**src/hdl/bvcm_pkg.sv**
```systemverilog
`default_nettype none
package bvcm_pkg;

  localparam int ADC_BITS    = 12;
  localparam int ADC_FULL    = (1 << ADC_BITS) - 1;
  localparam int MV_SCALE    = 3300;
  localparam int MV_SCALE_W  = 12;
  localparam int NUM_W       = ADC_BITS + MV_SCALE_W;
  localparam int RECIP_SHIFT = 2 * ADC_BITS;
  localparam int QEST_W      = NUM_W - ADC_BITS + 1;
  localparam int MV_W        = 12;
  localparam int PACK_W      = 16;
  localparam int CHG_W       = 14;
  localparam int CHG_FRAC    = 10;
  localparam int CHG_Q_W     = 24;
  localparam int CHG_MAX     = 10000;
  localparam int DIV3_MUL    = 2184550;
  localparam int DIV3_SHIFT  = 17;
  localparam int DIV_STEPS   = PACK_W / 2;
  localparam int DIV_CNT_W   = $clog2(DIV_STEPS);

  localparam int CFG_ADDR_W = 5;
  localparam int CFG_DATA_W = 32;
  localparam int CFG_IDX_W  = 3;

  localparam logic [CFG_IDX_W-1:0] REG_ALPHA = 3'd0;
  localparam logic [CFG_IDX_W-1:0] REG_RATIO = 3'd1;
  localparam logic [CFG_IDX_W-1:0] REG_CELLS = 3'd2;
  localparam logic [CFG_IDX_W-1:0] REG_LOW   = 3'd3;
  localparam logic [CFG_IDX_W-1:0] REG_CRIT  = 3'd4;

  localparam logic [15:0] ALPHA_RST = 16'd6554;
  localparam logic [12:0] RATIO_RST = 13'd1024;
  localparam logic [3:0]  CELLS_RST = 4'd3;
  localparam logic [12:0] LOW_RST   = 13'd3500;
  localparam logic [12:0] CRIT_RST  = 13'd3300;

  typedef struct packed {
    logic [ADC_BITS-1:0] adc_sample;
    logic                sample_valid;
  } in_item_t;

  typedef struct packed {
    logic [PACK_W-1:0] pack_mv;
    logic [PACK_W-1:0] cell_mv;
    logic [CHG_W-1:0]  charge_hundredths;
    logic              is_low;
    logic              is_critical;
  } out_item_t;

  typedef struct packed {
    logic [15:0] filter_alpha;
    logic [12:0] divider_ratio;
    logic [3:0]  cells_in_series;
    logic [12:0] low_cell_mv;
    logic [12:0] critical_cell_mv;
  } cfg_t;

  typedef enum logic [3:0] {
    OP_NONE,
    OP_LATCH,
    OP_MUL_MV,
    OP_QEST,
    OP_QFIX,
    OP_MUL_RATIO,
    OP_SCALE,
    OP_MUL_PACK,
    OP_PACK_UPD,
    OP_DIV_LOAD,
    OP_DIV_STEP,
    OP_MUL_CURVE,
    OP_CURVE,
    OP_MUL_CHG,
    OP_CHG_UPD,
    OP_OUT
  } op_t;

  typedef struct packed {
    op_t op;
  } ctrl_cmd_t;

  typedef struct packed {
    logic out_free;
  } ctrl_status_t;

endpackage
`default_nettype wire

```
**src/hdl/bvcm_cfg.sv**
```systemverilog
`default_nettype none
module bvcm_cfg (
  input  wire                                clk,
  input  wire                                rst_n,
  input  wire                                psel,
  input  wire                                penable,
  input  wire                                pwrite,
  input  wire  [bvcm_pkg::CFG_ADDR_W-1:0]    paddr,
  input  wire  [bvcm_pkg::CFG_DATA_W-1:0]    pwdata,
  output logic [bvcm_pkg::CFG_DATA_W-1:0]    prdata,
  output logic                               pready,
  output bvcm_pkg::cfg_t                     cfg
);

  bvcm_pkg::cfg_t cfg_r;
  bvcm_pkg::cfg_t cfg_nxt;
  logic [bvcm_pkg::CFG_IDX_W-1:0] idx;

  assign idx    = paddr[bvcm_pkg::CFG_ADDR_W-1:2];
  assign pready = 1'b1;
  assign cfg    = cfg_r;

  always_comb begin
    cfg_nxt = cfg_r;
    if (psel && penable && pwrite && pready) begin
      unique case (idx)
        bvcm_pkg::REG_ALPHA: cfg_nxt.filter_alpha     = pwdata[15:0];
        bvcm_pkg::REG_RATIO: cfg_nxt.divider_ratio    = pwdata[12:0];
        bvcm_pkg::REG_CELLS: cfg_nxt.cells_in_series  = pwdata[3:0];
        bvcm_pkg::REG_LOW:   cfg_nxt.low_cell_mv      = pwdata[12:0];
        bvcm_pkg::REG_CRIT:  cfg_nxt.critical_cell_mv = pwdata[12:0];
        default:             cfg_nxt = cfg_r;
      endcase
    end
  end

  always_comb begin
    unique case (idx)
      bvcm_pkg::REG_ALPHA: prdata = 32'(cfg_r.filter_alpha);
      bvcm_pkg::REG_RATIO: prdata = 32'(cfg_r.divider_ratio);
      bvcm_pkg::REG_CELLS: prdata = 32'(cfg_r.cells_in_series);
      bvcm_pkg::REG_LOW:   prdata = 32'(cfg_r.low_cell_mv);
      bvcm_pkg::REG_CRIT:  prdata = 32'(cfg_r.critical_cell_mv);
      default:             prdata = '0;
    endcase
  end

  always_ff @(posedge clk) begin
    if (!rst_n) begin
      cfg_r.filter_alpha     <= bvcm_pkg::ALPHA_RST;
      cfg_r.divider_ratio    <= bvcm_pkg::RATIO_RST;
      cfg_r.cells_in_series  <= bvcm_pkg::CELLS_RST;
      cfg_r.low_cell_mv      <= bvcm_pkg::LOW_RST;
      cfg_r.critical_cell_mv <= bvcm_pkg::CRIT_RST;
    end else begin
      cfg_r <= cfg_nxt;
    end
  end

endmodule
`default_nettype wire

```
**src/hdl/bvcm_ctrl.sv**
```systemverilog
`default_nettype none
module bvcm_ctrl (
  input  wire                       clk,
  input  wire                       rst_n,
  input  wire                       in_valid,
  output logic                      in_stall,
  input  bvcm_pkg::ctrl_status_t    status,
  output bvcm_pkg::ctrl_cmd_t       cmd
);

  typedef enum logic [4:0] {
    S_IDLE,
    S_MUL_MV,
    S_QEST,
    S_QFIX,
    S_MUL_RATIO,
    S_SCALE,
    S_MUL_PACK,
    S_PACK_UPD,
    S_DIV_LOAD,
    S_DIV_STEP,
    S_MUL_CURVE,
    S_CURVE,
    S_MUL_CHG,
    S_CHG_UPD,
    S_OUT
  } state_t;

  state_t                         state_r, state_nxt;
  logic [bvcm_pkg::DIV_CNT_W-1:0] div_cnt_r, div_cnt_nxt;

  assign in_stall = (state_r != S_IDLE);

  always_comb begin
    state_nxt   = state_r;
    div_cnt_nxt = div_cnt_r;
    cmd.op      = bvcm_pkg::OP_NONE;
    unique case (state_r)
      S_IDLE: begin
        if (in_valid) begin
          cmd.op    = bvcm_pkg::OP_LATCH;
          state_nxt = S_MUL_MV;
        end
      end
      S_MUL_MV: begin
        cmd.op    = bvcm_pkg::OP_MUL_MV;
        state_nxt = S_QEST;
      end
      S_QEST: begin
        cmd.op    = bvcm_pkg::OP_QEST;
        state_nxt = S_QFIX;
      end
      S_QFIX: begin
        cmd.op    = bvcm_pkg::OP_QFIX;
        state_nxt = S_MUL_RATIO;
      end
      S_MUL_RATIO: begin
        cmd.op    = bvcm_pkg::OP_MUL_RATIO;
        state_nxt = S_SCALE;
      end
      S_SCALE: begin
        cmd.op    = bvcm_pkg::OP_SCALE;
        state_nxt = S_MUL_PACK;
      end
      S_MUL_PACK: begin
        cmd.op    = bvcm_pkg::OP_MUL_PACK;
        state_nxt = S_PACK_UPD;
      end
      S_PACK_UPD: begin
        cmd.op    = bvcm_pkg::OP_PACK_UPD;
        state_nxt = S_DIV_LOAD;
      end
      S_DIV_LOAD: begin
        cmd.op      = bvcm_pkg::OP_DIV_LOAD;
        div_cnt_nxt = '0;
        state_nxt   = S_DIV_STEP;
      end
      S_DIV_STEP: begin
        cmd.op      = bvcm_pkg::OP_DIV_STEP;
        div_cnt_nxt = div_cnt_r + bvcm_pkg::DIV_CNT_W'(1);
        if (div_cnt_r == bvcm_pkg::DIV_CNT_W'(bvcm_pkg::DIV_STEPS - 1)) begin
          state_nxt = S_MUL_CURVE;
        end
      end
      S_MUL_CURVE: begin
        cmd.op    = bvcm_pkg::OP_MUL_CURVE;
        state_nxt = S_CURVE;
      end
      S_CURVE: begin
        cmd.op    = bvcm_pkg::OP_CURVE;
        state_nxt = S_MUL_CHG;
      end
      S_MUL_CHG: begin
        cmd.op    = bvcm_pkg::OP_MUL_CHG;
        state_nxt = S_CHG_UPD;
      end
      S_CHG_UPD: begin
        cmd.op    = bvcm_pkg::OP_CHG_UPD;
        state_nxt = S_OUT;
      end
      S_OUT: begin
        if (status.out_free) begin
          cmd.op    = bvcm_pkg::OP_OUT;
          state_nxt = S_IDLE;
        end
      end
      default: state_nxt = S_IDLE;
    endcase
  end

  always_ff @(posedge clk) begin
    if (!rst_n) begin
      state_r   <= S_IDLE;
      div_cnt_r <= '0;
    end else begin
      state_r   <= state_nxt;
      div_cnt_r <= div_cnt_nxt;
    end
  end

endmodule
`default_nettype wire

```
**src/hdl/bvcm_dp.sv**
```systemverilog
`default_nettype none
module bvcm_dp (
  input  wire                     clk,
  input  wire                     rst_n,
  input  bvcm_pkg::in_item_t      in_data,
  input  bvcm_pkg::cfg_t          cfg,
  input  bvcm_pkg::ctrl_cmd_t     cmd,
  output bvcm_pkg::ctrl_status_t  status,
  output logic                    out_valid,
  input  wire                     out_stall,
  output bvcm_pkg::out_item_t     out_data
);

  localparam int ADC_BITS = bvcm_pkg::ADC_BITS;
  localparam int NUM_W    = bvcm_pkg::NUM_W;
  localparam int QEST_W   = bvcm_pkg::QEST_W;
  localparam int MV_W     = bvcm_pkg::MV_W;
  localparam int PACK_W   = bvcm_pkg::PACK_W;
  localparam int CHG_W    = bvcm_pkg::CHG_W;
  localparam int CHG_Q_W  = bvcm_pkg::CHG_Q_W;
  localparam int FRAC     = bvcm_pkg::CHG_FRAC;
  localparam logic [CHG_Q_W-1:0] CHG_Q_MAX = CHG_Q_W'(bvcm_pkg::CHG_MAX << FRAC);

  // sequencer-owned state
  logic                  primed_r;
  logic [31:0]           pf_r;
  logic [CHG_Q_W-1:0]    cf_r;
  logic                  out_valid_r;

  // working registers
  logic [ADC_BITS-1:0]   samp_r;
  logic                  svalid_r;
  logic [QEST_W-1:0]     q_r;
  logic [MV_W-1:0]       mv_r;
  logic [PACK_W-1:0]     x_r;
  logic signed [50:0]    prod_r;
  logic [4:0]            rem_r;
  logic [PACK_W-1:0]     quo_r;
  logic [3:0]            divisor_r;
  logic [CHG_W-1:0]      chg_r;
  bvcm_pkg::out_item_t   out_r;

  // shared multiplier
  logic signed [32:0]    mul_a;
  logic [16:0]           mul_b;
  logic signed [50:0]    prod;

  logic signed [32:0]    pack_diff;
  logic signed [32:0]    chg_diff;
  logic [CHG_Q_W-1:0]    chg_x;
  logic [NUM_W-1:0]      num;
  logic [NUM_W+ADC_BITS:0] recip_sum;
  logic [NUM_W:0]        qmul;
  logic [NUM_W:0]        resid;
  logic [16:0]           scaled;
  logic [34:0]           pf_sum;
  logic [34:0]           cf_sum;
  logic [CHG_Q_W-1:0]    cf_new;
  logic [8:0]            curve_d;
  logic [7:0]            seg_hi;
  logic [7:0]            seg_lo;
  logic [8:0]            seg_low;
  logic [CHG_W-1:0]      chg_nxt;
  logic [4:0]            div_rem;
  logic [PACK_W-1:0]     div_quo;
  logic [3:0]            cells;

  assign num       = prod_r[NUM_W-1:0];
  assign pack_diff = $signed({1'b0, x_r, 16'b0}) - $signed({1'b0, pf_r});
  assign chg_x     = {chg_r, {FRAC{1'b0}}};
  assign chg_diff  = $signed({9'b0, chg_x}) - $signed({9'b0, cf_r});
  assign curve_d   = 9'(quo_r - 16'd3700);
  assign cells     = (cfg.cells_in_series == 4'd0) ? 4'd1 : cfg.cells_in_series;

  always_comb begin
    mul_a = '0;
    mul_b = '0;
    case (cmd.op)
      bvcm_pkg::OP_MUL_MV: begin
        mul_a = 33'(bvcm_pkg::MV_SCALE);
        mul_b = 17'(samp_r);
      end
      bvcm_pkg::OP_MUL_RATIO: begin
        mul_a = {20'b0, cfg.divider_ratio};
        mul_b = 17'(mv_r);
      end
      bvcm_pkg::OP_MUL_PACK: begin
        mul_a = pack_diff;
        mul_b = {1'b0, cfg.filter_alpha};
      end
      bvcm_pkg::OP_MUL_CURVE: begin
        mul_a = 33'(bvcm_pkg::DIV3_MUL);
        mul_b = 17'(curve_d);
      end
      bvcm_pkg::OP_MUL_CHG: begin
        mul_a = chg_diff;
        mul_b = {1'b0, cfg.filter_alpha};
      end
      default: begin
        mul_a = '0;
        mul_b = '0;
      end
    endcase
  end

  assign prod = mul_a * $signed({1'b0, mul_b});

  // divide by full scale through its reciprocal, then one correction
  assign recip_sum = {1'b0, num, {ADC_BITS{1'b0}}} + (NUM_W + ADC_BITS + 1)'(num);
  assign qmul      = {q_r, {ADC_BITS{1'b0}}} - (NUM_W + 1)'(q_r);
  assign resid     = (NUM_W + 1)'(num) - qmul;

  assign scaled = prod_r[24:8];
  assign pf_sum = {3'b000, pf_r} + 35'(prod_r[50:16]);
  assign cf_sum = {11'b0, cf_r} + 35'(prod_r[50:16]);
  assign cf_new = (cf_sum[CHG_Q_W-1:0] > CHG_Q_MAX) ? CHG_Q_MAX : cf_sum[CHG_Q_W-1:0];

  // two restoring division steps per cycle
  always_comb begin
    div_rem = rem_r;
    div_quo = quo_r;
    for (int i = 0; i < 2; i++) begin
      div_rem = {div_rem[3:0], div_quo[PACK_W-1]};
      div_quo = {div_quo[PACK_W-2:0], 1'b0};
      if (div_rem >= {1'b0, divisor_r}) begin
        div_rem    = div_rem - {1'b0, divisor_r};
        div_quo[0] = 1'b1;
      end
    end
  end

  // lipo curve
  assign seg_hi  = 8'(quo_r - 16'd4000);
  assign seg_lo  = 8'(quo_r - 16'd3500);
  assign seg_low = 9'(quo_r - 16'd3000);

  always_comb begin
    if (quo_r >= 16'd4200) begin
      chg_nxt = 14'd10000;
    end else if (quo_r <= 16'd3000) begin
      chg_nxt = 14'd0;
    end else if (quo_r >= 16'd4000) begin
      chg_nxt = 14'd8000 + 14'(seg_hi) * 14'd10;
    end else if (quo_r >= 16'd3700) begin
      chg_nxt = 14'd3000 + prod_r[bvcm_pkg::DIV3_SHIFT+CHG_W-1:bvcm_pkg::DIV3_SHIFT];
    end else if (quo_r >= 16'd3500) begin
      chg_nxt = 14'd1000 + 14'(seg_lo) * 14'd10;
    end else begin
      chg_nxt = {4'b0, seg_low, 1'b0};
    end
  end

  assign status.out_free = !out_valid_r || !out_stall;
  assign out_valid       = out_valid_r;
  assign out_data        = out_r;

  always_ff @(posedge clk) begin
    if (!rst_n) begin
      primed_r    <= 1'b0;
      pf_r        <= '0;
      cf_r        <= '0;
      out_valid_r <= 1'b0;
    end else begin
      if (cmd.op == bvcm_pkg::OP_PACK_UPD && svalid_r) begin
        pf_r <= primed_r ? pf_sum[31:0] : {x_r, 16'b0};
      end
      if (cmd.op == bvcm_pkg::OP_CHG_UPD && (svalid_r || primed_r)) begin
        cf_r     <= primed_r ? cf_new : ((chg_x > CHG_Q_MAX) ? CHG_Q_MAX : chg_x);
        primed_r <= 1'b1;
      end
      if (cmd.op == bvcm_pkg::OP_OUT) begin
        out_valid_r <= 1'b1;
      end else if (!out_stall) begin
        out_valid_r <= 1'b0;
      end
    end
  end

  always_ff @(posedge clk) begin
    unique case (cmd.op)
      bvcm_pkg::OP_LATCH: begin
        samp_r   <= in_data.adc_sample;
        svalid_r <= in_data.sample_valid;
      end
      bvcm_pkg::OP_MUL_MV,
      bvcm_pkg::OP_MUL_RATIO,
      bvcm_pkg::OP_MUL_PACK,
      bvcm_pkg::OP_MUL_CURVE,
      bvcm_pkg::OP_MUL_CHG: prod_r <= prod;
      bvcm_pkg::OP_QEST: q_r <= recip_sum[NUM_W+ADC_BITS:bvcm_pkg::RECIP_SHIFT];
      bvcm_pkg::OP_QFIX: begin
        mv_r <= (resid >= (NUM_W + 1)'(bvcm_pkg::ADC_FULL)) ?
                q_r[MV_W-1:0] + MV_W'(1) : q_r[MV_W-1:0];
      end
      bvcm_pkg::OP_SCALE: x_r <= scaled[16] ? 16'hFFFF : scaled[15:0];
      bvcm_pkg::OP_DIV_LOAD: begin
        quo_r     <= pf_r[31:16];
        rem_r     <= '0;
        divisor_r <= cells;
      end
      bvcm_pkg::OP_DIV_STEP: begin
        quo_r <= div_quo;
        rem_r <= div_rem;
      end
      bvcm_pkg::OP_CURVE: chg_r <= chg_nxt;
      bvcm_pkg::OP_OUT: begin
        out_r.pack_mv           <= pf_r[31:16];
        out_r.cell_mv           <= quo_r;
        out_r.charge_hundredths <= cf_r[CHG_Q_W-1:FRAC];
        out_r.is_low            <= (quo_r < {3'b000, cfg.low_cell_mv});
        out_r.is_critical       <= (quo_r < {3'b000, cfg.critical_cell_mv});
      end
      default: ;
    endcase
  end

endmodule
`default_nettype wire

```
**src/hdl/battery_voltage_charge_monitor.sv**
```systemverilog
// sequence: latch, mv multiply, quotient estimate and fix, ratio multiply, scale,
// pack filter, divide load and eight steps, curve, charge filter, out (held while
// out_stall blocks the output); no new sample is taken until idle; it runs on the
// single shared 33x17 multiplier and the two-bit-per-cycle cell count divider
// reset: synchronous active low, filters and primed flag cleared, config to defaults
`default_nettype none
module battery_voltage_charge_monitor (
  input  wire                                clk,
  input  wire                                rst_n,
  input  wire                                in_valid,
  output logic                               in_stall,
  input  bvcm_pkg::in_item_t                 in_data,
  output logic                               out_valid,
  input  wire                                out_stall,
  output bvcm_pkg::out_item_t                out_data,
  input  wire                                psel,
  input  wire                                penable,
  input  wire                                pwrite,
  input  wire  [bvcm_pkg::CFG_ADDR_W-1:0]    paddr,
  input  wire  [bvcm_pkg::CFG_DATA_W-1:0]    pwdata,
  output logic [bvcm_pkg::CFG_DATA_W-1:0]    prdata,
  output logic                               pready
);

  bvcm_pkg::cfg_t         cfg;
  bvcm_pkg::ctrl_cmd_t    cmd;
  bvcm_pkg::ctrl_status_t status;

  bvcm_cfg u_cfg (
    .clk     (clk),
    .rst_n   (rst_n),
    .psel    (psel),
    .penable (penable),
    .pwrite  (pwrite),
    .paddr   (paddr),
    .pwdata  (pwdata),
    .prdata  (prdata),
    .pready  (pready),
    .cfg     (cfg)
  );

  bvcm_ctrl u_ctrl (
    .clk      (clk),
    .rst_n    (rst_n),
    .in_valid (in_valid),
    .in_stall (in_stall),
    .status   (status),
    .cmd      (cmd)
  );

  bvcm_dp u_dp (
    .clk       (clk),
    .rst_n     (rst_n),
    .in_data   (in_data),
    .cfg       (cfg),
    .cmd       (cmd),
    .status    (status),
    .out_valid (out_valid),
    .out_stall (out_stall),
    .out_data  (out_data)
  );

endmodule
`default_nettype wire

```
**config.mk**
```make
export PLATFORM = sky130hd
export DESIGN_NAME = battery_voltage_charge_monitor
export DESIGN_NICKNAME = d
export VERILOG_FILES = /design/src/hdl/bvcm_pkg.sv /design/src/hdl/bvcm_cfg.sv /design/src/hdl/bvcm_ctrl.sv /design/src/hdl/bvcm_dp.sv /design/src/hdl/battery_voltage_charge_monitor.sv
export SDC_FILE = /design/constraint.sdc
export NUM_CORES = 2
export LEC_CHECK = 0
export BUFFER_PORTS_ARGS = -buffer_cell sky130_fd_sc_hd__buf_4
export CAP_MARGIN = 20
export CORE_ASPECT_RATIO = 0.6
export CORE_UTILIZATION = 30
export CTS_BUF_LIST = sky130_fd_sc_hd__clkbuf_8
export CTS_CLUSTER_SIZE = 20
export DETAILED_ROUTE_END_ITERATION = 8
export GPL_TIMING_DRIVEN = 1
export HOLD_SLACK_MARGIN = 0.12
export SYNTH_ARGS = -nofsm -noshare
export SYNTH_HDL_FRONTEND = slang
export SYNTH_HIERARCHICAL = 1
export SYNTH_SLANG_ARGS = --single-unit
```
**constraint.sdc**
```tcl
create_clock -name clk -period 12 [get_ports clk]
set_input_delay 2.4 -clock clk [delete_from_list [all_inputs] [get_ports clk]]
set_output_delay 2.4 -clock clk [all_outputs]
set_load 0.02 [all_outputs]
```
==> metrics.txt <==
WP data arrival=12.01 ns; CTS Buf Count=50; CTS max path bufs=3; DRT Wirelength=145000 um; post-layout min period=11.62 ns; first-pass GRT wire length=213000 um; Final TNS setup=0 ns; TritonCTS clock tree=done; compound-cell area share of the yosys netlist=0.132; status=complete, no violations; Post-synth EDFFs=188; maxcap violations=0; Slew Limit Fails=0; pin count of the biggest net entering global routing=80; Unique masters post-synth=90; Total GRT Usage=0.212; NumNets Final=5569; dpl cells=6415; post-CTS sizing=0; Layout fillers=13647; Cell Rows=103; initial drt markers=3951; vias=33949; f_max=86.1 MHz; Leak=20.2 nW; most frequent cells in the layout=inv_1, nand2_1, fa_1; Post-Layout Inst Area=0.0448 mm^2; RSZ-0062 raised after global routing=false; Area Overhead vs Synth=11.6%; Starting Density=0.304; Worst path slowest cell=a311oi_2; number of port buffers=104; Residual DRC=0; Layout Skew=0.0993 ns; via density per instance=5.21; commonest non-fill, non-tap cell in the layout=inv_1; post-synthesis cell area=0.0401 mm^2; placed cell areas=0.0437 mm^2; Final ANT Viol Nets=0; PD cells=61.5 mW/mm^2; Synth Area in XOR/XNOR=0.0471; router iterations before antenna repair=6; clk root buf=clkbuf_8; antenna violations before repair=5; Final setup viols=0; CP Class=primary input to register; htree depth=2; Synth async-reset ratio=0; Post-Synth Adder-Cell Area=0.351; Sink Count=312; worst endpoint required time=12.39 ns; gr ovfl total=0; layout cell share with drive strength beyond 1=0.0857; Worst VDD drop=64.8 uV; Die W=474 um; drt wl/cell=22.2 um; Worst-Margin Slew=1.26 ns; crit start category=primary input; Post-synth top flop=edfxtp_1; core area=0.132 mm^2; clk_lat worst skew=0.74 ns; synth warn=6; class of the worst hold path=register to register; I/O Pins=140; Gate Count Post-Synth=4538; CP peak stage delay=0.85 ns; # hold bufs at CTS=0; period utilization=0.968; Die H=285 um; Yosys reg bits=312; die area=0.135 mm^2; hpwl dp=118000 um; postcts setup bufs=0; crit-path max FO=10; GP Congestion=1.00; Slew HR=0.162; final hold viol count=0; Mean Syn Cell Area=8.84 um^2; Post-Synth Simple-Gate Area=0.148; Crit. End Element=register; Worst-path clk slew=0.07 ns; multiplexer share of the synthesized area=0.0224; vias in the first global route=32508; final cell count without fillers=6512; post-synthesis sequential area ratio=0.203; main combinational cell family by area after synthesis=adder cells
-- synth_stat cells, types with 17 or more instances --
cell,instances,area [um^2]
a31oi_1,24,150
a22oi_1,23,173
nand2_1,563,2110
nor2b_1,67,419
nand3_1,68,340
ha_1,330,4130
nand4_1,22,138
nor2_1,302,1130
clkbuf_1,138,518
xor2_1,59,517
o21a_1,42,315
o21ai_0,157,786
o211ai_1,28,210
xnor2_1,157,1380
or3_1,20,125
nor3_1,55,275
a211oi_1,40,300
dfxtp_1,124,2480
edfxtp_1,188,5650
and2_1,42,263
inv_1,801,3010
a21o_1,86,646
buf_2,18,90.1
fa_1,498,9970
buf_4,19,143
or2_2,27,169
o21bai_1,27,203
a221oi_1,17,149
a21oi_1,195,976
nand2b_1,44,275
mux2i_1,84,841
and3_1,22,138
-- power by group --
| part | leakage [nW] | total [mW] | internal (mW) | switching, mW |
|---|---|---|---|---|
| combinational | 17.0 | 0.566 | 0.196 | 0.371 |
| sequential | 2.70 | 1.20 | 1.16 | 0.0431 |
| clock | 0.587 | 0.986 | 0.472 | 0.514 |
| total | 20.2 | 2.75 | 1.83 | 0.928 |
-- path summary, 6_finish.rpt --
path	from	depth (start not counted)	endpoint	slack, ns
worst min-delay path	u_dp/quo_r[13]	0	u_dp/out_data[29]	0.42
worst max-delay path	out_stall	32	u_dp/prod_r[33]	0.38
worst min register to register	u_dp/quo_r[13]	0	u_dp/out_data[29]	0.42
worst max register to register	u_dp/cf_r[0]	30	u_dp/prod_r[33]	1.27
-- kinds of logic after synthesis --
group           Yosys count
other cells               2
flops                   312
compound gates          803
xor+xnor                216
mux                      89
simple gates           1299
fa+ha+maj               828
buf+inv                 989
-- per-stage QoR --
stage	setup slack, ns	utilization	total power [mW]	hold WS [ns]
2_1_floorplan	1.21	-	1.55	0.437
3_3_place_gp	0.0631	0.331	1.76	0.454
3_5_place_dp	0.0786	0.331	1.77	0.467
4_1_cts	0.805	0.339	2.75	0.418
5_1_grt	0.160	0.339	2.86	0.448
6_report	0.381	0.339	2.75	0.423
-- flip-flops by register name, summed over array words and instances, names as in the netlist --
signal,count
u_cfg/cfg,59
u_ctrl/div_cnt_r,3
u_ctrl/state_r,4
u_dp/cf_r,24
u_dp/chg_r,14
u_dp/divisor_r,4
u_dp/mv_r,12
u_dp/out_data,48
u_dp/out_valid,1
u_dp/pf_r,32
u_dp/primed_r,1
u_dp/prod_r,48
u_dp/q_r,13
u_dp/quo_r,16
u_dp/rem_r,4
u_dp/samp_r,12
u_dp/svalid_r,1
u_dp/x_r,16
-- routing by layer --
layer,vias to the layer above,global-route usage,share of wire
li1,15131,-,-
met5,-,0,0.000090
met1,16806,0.333,0.48
met4,2,0.0360,0.017
met2,1855,0.252,0.34
met3,155,0.0998,0.16
-- worst max-delay path, delay by kind of cell --
family	cells	cell delay, ns
AOI/OAI and AO/OA	7	2.13
xor gates and xnor gates	1	0.53
adders and majority gates	7	3.49
buffers and inverters	9	1.42
and+or+nand+nor	8	1.99
-- layout make-up --
type                       instances  area, um^2  share of cell area
timing repair buffer             266        2130              0.0475
antenna                            2        5.00            0.000112
inverter                         802        3010              0.0672
clock buffer                      55         757              0.0169
tap                             1785        2230              0.0499
multi-input combinational       3252       28300               0.631
clock inverter                    38         239             0.00534
sequential                       312        8130               0.182
(Power assumes the default switching activity.)
